### config.mk
export PLATFORM = sky130hd
export DESIGN_NAME = suat_ctrl
export DESIGN_NICKNAME = d
export VERILOG_FILES = /design/src/hdl/suat_pkg.sv /design/src/hdl/suat_ctrl.sv
export SDC_FILE = /design/constraint.sdc
export NUM_CORES = 1
export LEC_CHECK = 0
export ABC_AREA = 1
export BUFFER_PORTS_ARGS = -buffer_cell sky130_fd_sc_hd__buf_2
export CORE_AREA = 5 5 42 44
export DETAILED_ROUTE_END_ITERATION = 8
export DIE_AREA = 0 0 47 49
export PLACE_DENSITY = 0.69
export SLEW_MARGIN = 20
export SYNTH_ARGS = -nofsm -noshare
export SYNTH_HDL_FRONTEND = slang
export SYNTH_SLANG_ARGS = --single-unit
### constraint.sdc
create_clock -name clk -period 1.3 [get_ports clk]
set_clock_uncertainty 0.05 [all_clocks]
set_input_delay 0.26 -clock clk [delete_from_list [all_inputs] [get_ports clk]]
set_output_delay 0.26 -clock clk [all_outputs]
set_load 0.01 [all_outputs]
### src/hdl/suat_pkg.sv
// Shared types and constants for the sorted unique address table.
// Used by the controller, the datapath and the top level; depends on nothing.
package suat_pkg;

	localparam int TABLE_DEPTH = 4096;
	localparam int ADDR_BITS   = 24;
	localparam int LEN_BITS    = 24;
	localparam int IDX_BITS    = $clog2(TABLE_DEPTH);
	localparam int CNT_BITS    = $clog2(TABLE_DEPTH + 1);
	localparam int OCNT_BITS   = 13;

	typedef enum logic [2:0] {
		ST_INSERTED = 3'd0,
		ST_PRESENT  = 3'd1,
		ST_FULL     = 3'd2,
		ST_FOUND    = 3'd3,
		ST_ABSENT   = 3'd4,
		ST_ZERO     = 3'd5
	} status_t;

	// Commands from the controller to the datapath.
	typedef struct packed {
		logic    load;       // capture the accepted input item
		logic    srch_init;  // start the binary search
		logic    srch_rd;    // read the middle entry
		logic    srch_cmp;   // narrow the search window
		logic    sh_first;   // first read of the shift
		logic    sh_loop;    // move one entry up, read the next
		logic    ins_wr;     // write the new address, bump the count
		logic    q_rd;       // read the successor entry
		logic    set_res;    // latch a result status
		logic    set_len;    // latch the distance to the successor too
		status_t status;
		logic    out_load;   // move the result to the output register
	} cmd_t;

	// Status from the datapath to the controller.
	typedef struct packed {
		logic zero_key;
		logic is_query;
		logic lo_lt_hi;
		logic hit;
		logic full;
		logic succ;        // an entry follows the found position
		logic shift_need;  // entries lie at or above the insert point
		logic more;        // the shift goes on after this entry
		logic out_free;
	} sts_t;

endpackage

### src/hdl/suat_ctrl.sv
// Controller state machine of the address table: sequences search, shift, insert and query.
// Depends on suat_pkg for the command and status structs.
module suat_ctrl (
	input  logic           clk,
	input  logic           arst_n,
	input  logic           in_valid,
	output logic           in_ready,
	input  suat_pkg::sts_t sts,
	output suat_pkg::cmd_t cmd
);
	import suat_pkg::*;

	typedef enum logic [3:0] {
		S_IDLE,
		S_CHECK,
		S_SEARCH,
		S_COMPARE,
		S_DECIDE,
		S_SHIFT,
		S_INSERT,
		S_QREAD,
		S_QCALC,
		S_RESP
	} state_t;

	state_t state_q;
	state_t state_d;

	assign in_ready = (state_q == S_IDLE);

	always_comb begin
		cmd     = '0;
		state_d = state_q;
		unique case (state_q)
			S_IDLE: begin
				if (in_valid) begin
					cmd.load = 1'b1;
					state_d  = S_CHECK;
				end
			end
			S_CHECK: begin
				if (sts.zero_key) begin
					cmd.set_res = 1'b1;
					cmd.status  = ST_ZERO;
					state_d     = S_RESP;
				end else begin
					cmd.srch_init = 1'b1;
					state_d       = S_SEARCH;
				end
			end
			S_SEARCH: begin
				if (sts.lo_lt_hi) begin
					cmd.srch_rd = 1'b1;
					state_d     = S_COMPARE;
				end else begin
					state_d = S_DECIDE;
				end
			end
			S_COMPARE: begin
				cmd.srch_cmp = 1'b1;
				state_d      = S_SEARCH;
			end
			S_DECIDE: begin
				if (sts.is_query) begin
					if (sts.hit && sts.succ) begin
						cmd.q_rd = 1'b1;
						state_d  = S_QREAD;
					end else begin
						cmd.set_res = 1'b1;
						cmd.status  = ST_ABSENT;
						state_d     = S_RESP;
					end
				end else if (sts.hit) begin
					cmd.set_res = 1'b1;
					cmd.status  = ST_PRESENT;
					state_d     = S_RESP;
				end else if (sts.full) begin
					cmd.set_res = 1'b1;
					cmd.status  = ST_FULL;
					state_d     = S_RESP;
				end else if (sts.shift_need) begin
					cmd.sh_first = 1'b1;
					state_d      = S_SHIFT;
				end else begin
					state_d = S_INSERT;
				end
			end
			S_SHIFT: begin
				// One entry moves up each cycle while the next one is read.
				cmd.sh_loop = 1'b1;
				if (!sts.more) begin
					state_d = S_INSERT;
				end
			end
			S_INSERT: begin
				cmd.ins_wr  = 1'b1;
				cmd.set_res = 1'b1;
				cmd.status  = ST_INSERTED;
				state_d     = S_RESP;
			end
			S_QREAD: begin
				state_d = S_QCALC;
			end
			S_QCALC: begin
				cmd.set_res = 1'b1;
				cmd.set_len = 1'b1;
				cmd.status  = ST_FOUND;
				state_d     = S_RESP;
			end
			S_RESP: begin
				if (sts.out_free) begin
					cmd.out_load = 1'b1;
					state_d      = S_IDLE;
				end
			end
			default: begin
				state_d = S_IDLE;
			end
		endcase
	end

	always_ff @(posedge clk or negedge arst_n) begin
		if (!arst_n) begin
			state_q <= S_IDLE;
		end else begin
			state_q <= state_d;
		end
	end

endmodule

-- Word level (Yosys, flattened, before mapping)
Cells that the tools add are included.
- bits in registers: 4
- input port bits: 12
- output and inout bits: 15
- equality and inequality tests: 12
- muxes and demuxes: 43
- reduce and logical (&&, ||, !) cells: 4
- operators by type and width (kind ; number):
    $pmux 4 s9 ; 1
    $mux 4 ; 8
    $mux 1 ; 25
    $eq 4x3->1 const B ; 4
    $mux 3 ; 4
    $pmux 3 s3 ; 1
    $eq 4x2->1 const B ; 2
    $eq 4x4->1 const B ; 2
    $mux 2 ; 3
    $ne 2x2->1 const B ; 3
    $eq 4x1->1 const B ; 1
    $logic_not 4->1 ; 1
    $pmux 1 s3 ; 1
    $reduce_and 3->1 ; 1
    $reduce_or 2->1 ; 1
    $logic_and 1x1->1 ; 1

-- Longest topological paths before layout
Gate-level depths: netlist of run 1.
- word-level depth: 5
- gate-level depth with buffers: 8
- depth with buffers taken out: 8

-- Worst setup path before layout of run 1
OpenSTA, ideal clock, no wires.
- path type: register -> output
- start point: register state_q[1]
- end point: output cmd[9] in the netlist's numbering
- arrival time: 1097 ps
- path slack: -107 ps
- cell stages (with the launch flop): 6
- buffers on the path: 0
- cell sequence: dfrtp_1 nor2_2 inv_2 nor2_4 inv_2 nor3_1
- RTL lines (element ; RTL line ; RTL):
    from (decl) ; suat_ctrl.sv:26 ; state_t state_q;
    from (signal assigned) ; suat_ctrl.sv:126 ; state_q <= state_d;
    to (decl) ; suat_ctrl.sv:9 ; output suat_pkg::cmd_t cmd

==> results of run 1 <==
-- worst paths after layout --
path / depth (start not counted) / slack (ns) / end / from
setup reg to reg: 10 / -0.08 / state_q[0]$_DFFE_PN0P_ / state_q[3]$_DFFE_PN0P_
hold reg to reg: 4 / 0.70 / state_q[2]$_DFFE_PN0P_ / state_q[1]$_DFFE_PN0P_
min in group asynchronous: 2 / 0.30 / state_q[1]$_DFFE_PN0P_ / arst_n
setup / recovery: 6 / -0.34 / cmd[9] / state_q[0]$_DFFE_PN0P_
hold / removal: 2 / 0.18 / state_q[2]$_DFFE_PN0P_ / sts[6]
max in group asynchronous: 2 / 0.76 / state_q[1]$_DFFE_PN0P_ / arst_n
-- cell type report --
type / count / area [um2]
fill: 136 / 567
multi-input combinational: 59 / 353
timing repair buffer: 42 / 270
sequential: 4 / 101
inverter: 18 / 67.6
clock buffer: 3 / 22.5
tap: 16 / 20.0
-- cell usage after synthesis, types with 2 or more instances --
master	instances	area [um2]
nand4_1	3	18.8
inv_2	4	15.0
nor3_1	2	10.0
nand2_2	3	18.8
nand2_1	16	60.1
nand3_1	10	50.1
nor2_2	4	25.0
inv_1	14	52.6
a21oi_1	2	10.0
dfrtp_1	4	100
nor2_1	12	45.0
nor2_4	2	22.5
-- timing repair --
item / in CTS / in global routing
buffers inserted: 6 / 2
hold endpoints to repair: 4 / 0
pin swaps: 7 / 4
resized for setup: 12 / 9
setup endpoints to repair: 17 / 19
hold buffers: 1 / 0
-- power by group --
group          switching [mW]  total, mW  internal (mW)
sequential             0.0673      0.242          0.175
clock                  0.0530      0.156          0.103
combinational           0.613       1.09          0.482
total                   0.733       1.49          0.761
-- kinds of logic (layout without fill, tap and decap cells) --
kind of cell	Yosys count	count (layout)	synth area share, %
AND/OR/NAND/NOR	55	55	58.9
flip-flops	4	4	21.5
buffers and inverters	18	63	14.5
AO/OA/AOI/OAI	4	4	5.11
-- metrics by stage --
step                      utilization (%)  power [mW]  hold slack [ns]  setup slack (ns)
final                                59.6        1.49            0.176            -0.339
after global routing                 59.6        1.63            0.190            -0.443
after CTS                            58.1        1.44            0.177            -0.345
after detailed placement             49.6        1.11           0.0211            -0.103
after global placement               49.6        1.10           0.0174           -0.0679
after floorplan                         -       0.767          -0.0856           -0.0192
-- layer usage --
metal	share of wire [%]	GRT usage, %	up-vias
li1	-	-	345
met1	37	17.0	304
met2	55	28.1	23
met3	5.9	4.80	4
met4	1.9	5.99	0
met5	0	0	-
==> summary.txt, run 1 <==
Run status
  – Outcome: finished, violations left
  – Failing checks: setup timing

Drt
  – Detailed Routing Iterations Pass 1: 4
  – WL final: between 1500 and 2000 um
  – ANT nets after route: 0
  – Vias/cell: between 4 and 5
  – Wire per inst: 11.3 um
  – Total number of vias: 676
  – DR DRC count: 0
  – Iteration-0 DRC Markers: 15

Setup path
  – Worst path bufs/invs: 3
  – Crit path max-delay family: flip-flops
  – Element type at the critical path start: register
  – Worst Path Required: just under 1 ns
  – Worst Path Class, Setup: reg2out
  – Cell mode on critical path: inv_2
  – Crit-path cells: nor2_2 -> inv_2 -> nor2_4 -> inv_2 -> nor3_2 -> buf_2
  – CP Max Fanout: 6
  – Crit end category: output port
  – Arr. time, crit path: approximately 1.3 ns
  – Slowest cell on the critical path: dfrtp_1
  – Crit-path max cell delay: ~0.41 ns

Timing
  – Hold Fails Final Rpt: 0
  – Slew @ Worst Pin: 0.249 ns
  – Unrepaired setup endpoints after global routing: true
  – Final Slew Violations: 0
  – Fmax: 0.610 GHz
  – Final setup vio count: 17
  – PnR worst setup slack: -0.339 ns
  – Final period util: 126%
  – Post-route minimum period: around 1.6 ns
  – Slew headroom: between 80% and 90%
  – Total negative slack: -4.15 ns

Yosys
  – Register area share after synthesis: a little over a fifth
  – Number of distinct library cells after synthesis: 17
  – Main synth FF type: dfrtp_1
  – #FFs+latches synth: 4
  – Cell Area, Synth: between 400 and 500 um2
  – Mean area per synthesized cell: about 5.7 um2
  – Synth Warn #: 0
  – EDFF count, synth: 0
  – Post-synth ARST share: 100%
  – Mapped Cells: 81
  – Syn nets: between 90 and 100

Layout
  – Biggest registers after layout: state_q x4
  – Fin area: between 800 and 900 um2
  – Final instance count without filler cells: 142
  – Commonest cells after routing, fill and taps aside: buf_2, inv_1, nand2_1, buf_4, nor2_1
  – Share of post-route cells with drive strength above 1: 56.3%
  – Commonest non-fill, non-tap cell in the layout: buf_2
  – Largest Register: state_q
  – Diode count: 0
  – Max FFs per register: 4
  – Nets: 140
  – Area grow syn2layout: 79.3%

Placement
  – RePlAce Congestion: between 0.7 and 0.8
  – Cell count after placement: 133
  – Final HPWL DP: around 1200 um
  – Port bufs: 26
  – Area after DPL: roughly 700 um2

Flow run
  – Maxcap violations: 0

Min path
  – Min-Delay Path Class: in2reg

Clock tree
  – H-tree depth: 1
  – Root buf cell: clkbuf_4
  – Clock Path Buffers: 2
  – Worst-path clk slew: roughly 0.040 ns
  – TritonCTS clock tree: done
  – Worst-Skew Late Latency: 0.24 ns
  – Inserted Clock Buffers: 3
  – Sink Count: 4

Floorplanning
  – Core area: about 0.0014 mm2
  – Chip height: 49 um
  – I/O pins: 27
  – Full die area: roughly 0.0023 mm2
  – Die Wd: between 40 and 50 um
  – Core Rows: 14
  – Starting Density: about a third

Power and ir drop
  – Pleak: approximately 0.51 nW
  – PD cells: about 1800 mW/mm2
  – Maximum vdd drop: between 0.0009 and 0.001 V

Global route
  – Largest net degree at the start of global routing: 7
  – Antenna violations before repair: 0
  – GRT Total Usage: between 10% and 20%
  – First-pass GRT wire length: about 2700 um
  – Vias in the first global route: around 660
  – Grt ovf: 0
No activity file was read; power rests on OpenSTA's default activity.
==> run 2, diff against run 1 <==
--- a/config.mk
+++ b/config.mk
@@ -5,12 +5,10 @@
 export SDC_FILE = /design/constraint.sdc
 export NUM_CORES = 1
 export LEC_CHECK = 0
-export ABC_AREA = 1
-export BUFFER_PORTS_ARGS = -buffer_cell sky130_fd_sc_hd__buf_2
 export CORE_AREA = 5 5 42 44
 export DETAILED_ROUTE_END_ITERATION = 8
 export DIE_AREA = 0 0 47 49
-export PLACE_DENSITY = 0.69
+export DONT_BUFFER_PORTS = 1
 export SLEW_MARGIN = 20
 export SYNTH_ARGS = -nofsm -noshare
 export SYNTH_HDL_FRONTEND = slang
==> run 2 against run 1 <==
Net effect: worst setup slack worse by 0.22 ns; highest routed layer unchanged; sequential power down 15%; largest power group unchanged; non-clock buffer count is 17 lower; synthesized cell count fell by 16%; via count decreased by 8.6%; register-to-register slack got worse by 0.39 ns; sequential share of layout area shrank 1.3 points; the flow still finishes with violations (setup timing); fmax fell by 12%; clock power is 3% higher; hold slack better by 0.0047 ns.
==> summary.txt, run 2 <==
Run status
  – Outcome: finished, violations left
  – Failing checks: setup timing

Clock tree
  – Inserted Clock Buffers: 3
  – Clock Path Buffers: 2
  – H-tree depth: 1
  – TritonCTS clock tree: done
  – Root buf cell: clkbuf_4
  – Worst-Skew Late Latency: ~0.24 ns
  – Worst-path clk slew: 0.04 ns
  – Sink Count: 4

Drt
  – Detailed Routing Iterations Pass 1: 4
  – DR DRC count: 0
  – WL final: 1680 um
  – ANT nets after route: 0
  – Wire per inst: roughly 16 um
  – Iteration-0 DRC Markers: 5
  – Vias/cell: about 5.8
  – Total number of vias: about 620

Yosys
  – Adder-cell share of the synthesized area: 0%
  – Mean area per synthesized cell: between 7 and 8 um2
  – Dominant cells by area after synthesis: dfrtp_1, nor2b_1, and3_1
  – Synth Area in XOR/XNOR: 0%
  – Number of distinct library cells after synthesis: 29
  – Synth Area in Simple Gates: between 40 and 50%
  – Cell Area, Synth: ~480 um2
  – Largest family of logic cells by synthesized area: simple AND/OR/NAND/NOR gates
  – Share of the synthesized area in the top cell type: between 20% and 30%
  – Post-synth ARST share: 100%
  – Synth Warn #: 0
  – Synth Area in Compound Gates: ~27%
  – EDFF count, synth: 0
  – Mux contribution to synthesized area: 0%
  – Mapped Cells: 68
  – Post-synth top area cell: dfrtp_1
  – Syn nets: 80
  – Register area share after synthesis: 20.9%
  – Most frequent cells after synthesis: nand2_1, nor2_1, nor2b_1
  – Main synth FF type: dfrtp_1
  – #FFs+latches synth: 4

Timing
  – Post-route minimum period: 1.86 ns
  – Hold Fails Final Rpt: 0
  – Unrepaired setup endpoints after global routing: true
  – Final Slew Violations: 0
  – Final period util: 143%
  – Final setup vio count: 18
  – Slew @ Worst Pin: roughly 0.35 ns
  – Slew headroom: between 70% and 80%
  – WHS: 0.181 ns
  – PnR worst setup slack: -0.556 ns
  – Fmax: 0.539 GHz

Layout
  – Diode count: 0
  – Nets: roughly 110
  – Fin area: around 930 um2
  – Max FFs per register: 4
  – Fillers: 125
  – Commonest non-fill, non-tap cell in the layout: buf_4
  – Largest Register: state_q
  – Area grow syn2layout: 94.0%
  – Share of post-route cells with drive strength above 1: a little under three fifths
  – Biggest registers after layout: state_q x4
  – Final core occ: around two thirds
  – Commonest cells after routing, fill and taps aside: buf_4, buf_6, nand2_1, dfrtp_1

Power and ir drop
  – Cell-internal power: roughly 1.3 mW
  – Clock power frac: 7.2%
  – Maximum vdd drop: ~0.0014 V
  – Pleak: 0.397 nW
  – Combinational group share of total power: between 80% and 90%
  – Overall power: 2.24 mW
  – Switching share of power: roughly two fifths
  – PD cells: 2420 mW/mm2
  – Part of the power in registers: a little under a tenth
  – Psw: between 0.9 and 1 mW

Setup path
  – Slowest cell on the critical path: or4b_4
  – Worst Path Required: ~1 ns
  – Worst Path Class, Setup: reg2out
  – Worst path depth: 2
  – Crit-path max cell delay: 0.60 ns
  – Crit path from: state_q[3]$_DFFE_PN0P_
  – Arr. time, crit path: approximately 1.6 ns
  – Worst path bufs/invs: 0
  – Element type at the critical path start: register
  – Reg-to-reg startpoint: state_q[3]$_DFFE_PN0P_
  – Crit-path cells: or4b_4 -> nor4bb_4
  – Crit path max-delay family: simple AND/OR/NAND/NOR gates
  – Crit end category: output port
  – Worst reg2reg path depth: 8
  – CP Max Fanout: 6

Floorplanning
  – Core area: around 0.0014 mm2
  – Full die area: roughly 0.0023 mm2
  – Chip height: between 40 and 50 um
  – I/O pins: 27
  – Starting Density: between 30% and 40%
  – Core Rows: 14
  – Die Wd: 47 um

Placement
  – Final HPWL DP: around 1100 um
  – RePlAce Congestion: roughly 0.83
  – Port bufs: 0
  – Area after DPL: around 640 um2
  – Placement Setup Slack: -0.415 ns

Min path
  – Min-Delay Path Class: in2reg
  – Hold Crit Depth: 3
  – Min-delay src: sts[6]

Global route
  – Antenna violations before repair: 0
  – First-pass GRT wire length: around 2700 um
  – Vias in the first global route: approximately 630
  – Grt ovf: 0
  – GRT Total Usage: 15.8%
  – Largest net degree at the start of global routing: 16

Flow run
  – Maxcap violations: 0
==> run 2: what timing repair did <==
item / CTS / global route
hold buffers: 1 / 0
setup endpoints to repair: 18 / 18
endpoints found under the hold margin: 4 / 0
cloned: 1 / 0
gates resized for setup: 22 / 14
setup buffers: 7 / 2
pin swaps: 8 / 7
==> run 2: final cells by class <==
cell class                      instances  area (um2)  share of cell area [%]
Clock buffer                            3        22.5                    2.43
Sequential cell                         4         100                    10.8
Tap cell                               16        20.0                    2.16
Multi-Input combinational cell         58         524                    56.5
Inverter                                1        3.75                   0.405
Timing Repair Buffer                   25         256                    27.7
==> run 2: cells by family (layout without fill, tap and decap cells) <==
family,Yosys count,after routing
AO/OA/AOI/OAI,19,19
buffers and inverters,6,29
AND/OR/NAND/NOR,39,39
flip-flops,4,4
==> run 2: worst paths after layout <==
kind / to / slack (ns)
worst max register to register: state_q[0]$_DFFE_PN0P_ / -0.47
max in group asynchronous: state_q[3]$_DFFE_PN0P_ / 0.79
min in group asynchronous: state_q[0]$_DFFE_PN0P_ / 0.24
worst min register to register: state_q[3]$_DFFE_PN0P_ / 0.71
worst max-delay path: cmd[9] / -0.56
worst min-delay path: state_q[2]$_DFFE_PN0P_ / 0.18
==> run 2: worst min-delay path: stages <==
cell and delay, ns:
nor2_1 0.02, nand2_1 0.08, a21oi_2 0.07
==> run 2: metal layers <==
metal	GRT usage, %	vias up	share of wire [%]
met2	24.4	19	50
li1	-	301	-
met3	2.58	3	6.7
met1	20.1	295	42
met4	8.29	0	1.3
met5	0	-	0
==> run 2: per-stage QoR <==
stage / setup TNS, ns / std cells
2_1_floorplan: -1.86 / 68
3_3_place_gp: -3.00 / 93
3_5_place_dp: -3.26 / 93
4_1_cts: -7.01 / 105
5_1_grt: -9.26 / 107
6_report: -8.17 / 107
==> run 2: power groups by stage <==
stage / Clock, mW / Combinational, mW / Sequential (mW)
after floorplan: 0 / 0.815 / 0.227
after global placement: 0 / 1.15 / 0.196
after detailed placement: 0 / 1.16 / 0.199
after CTS: 0.164 / 1.69 / 0.206
after global routing: 0.174 / 2.00 / 0.211
final: 0.161 / 1.87 / 0.206
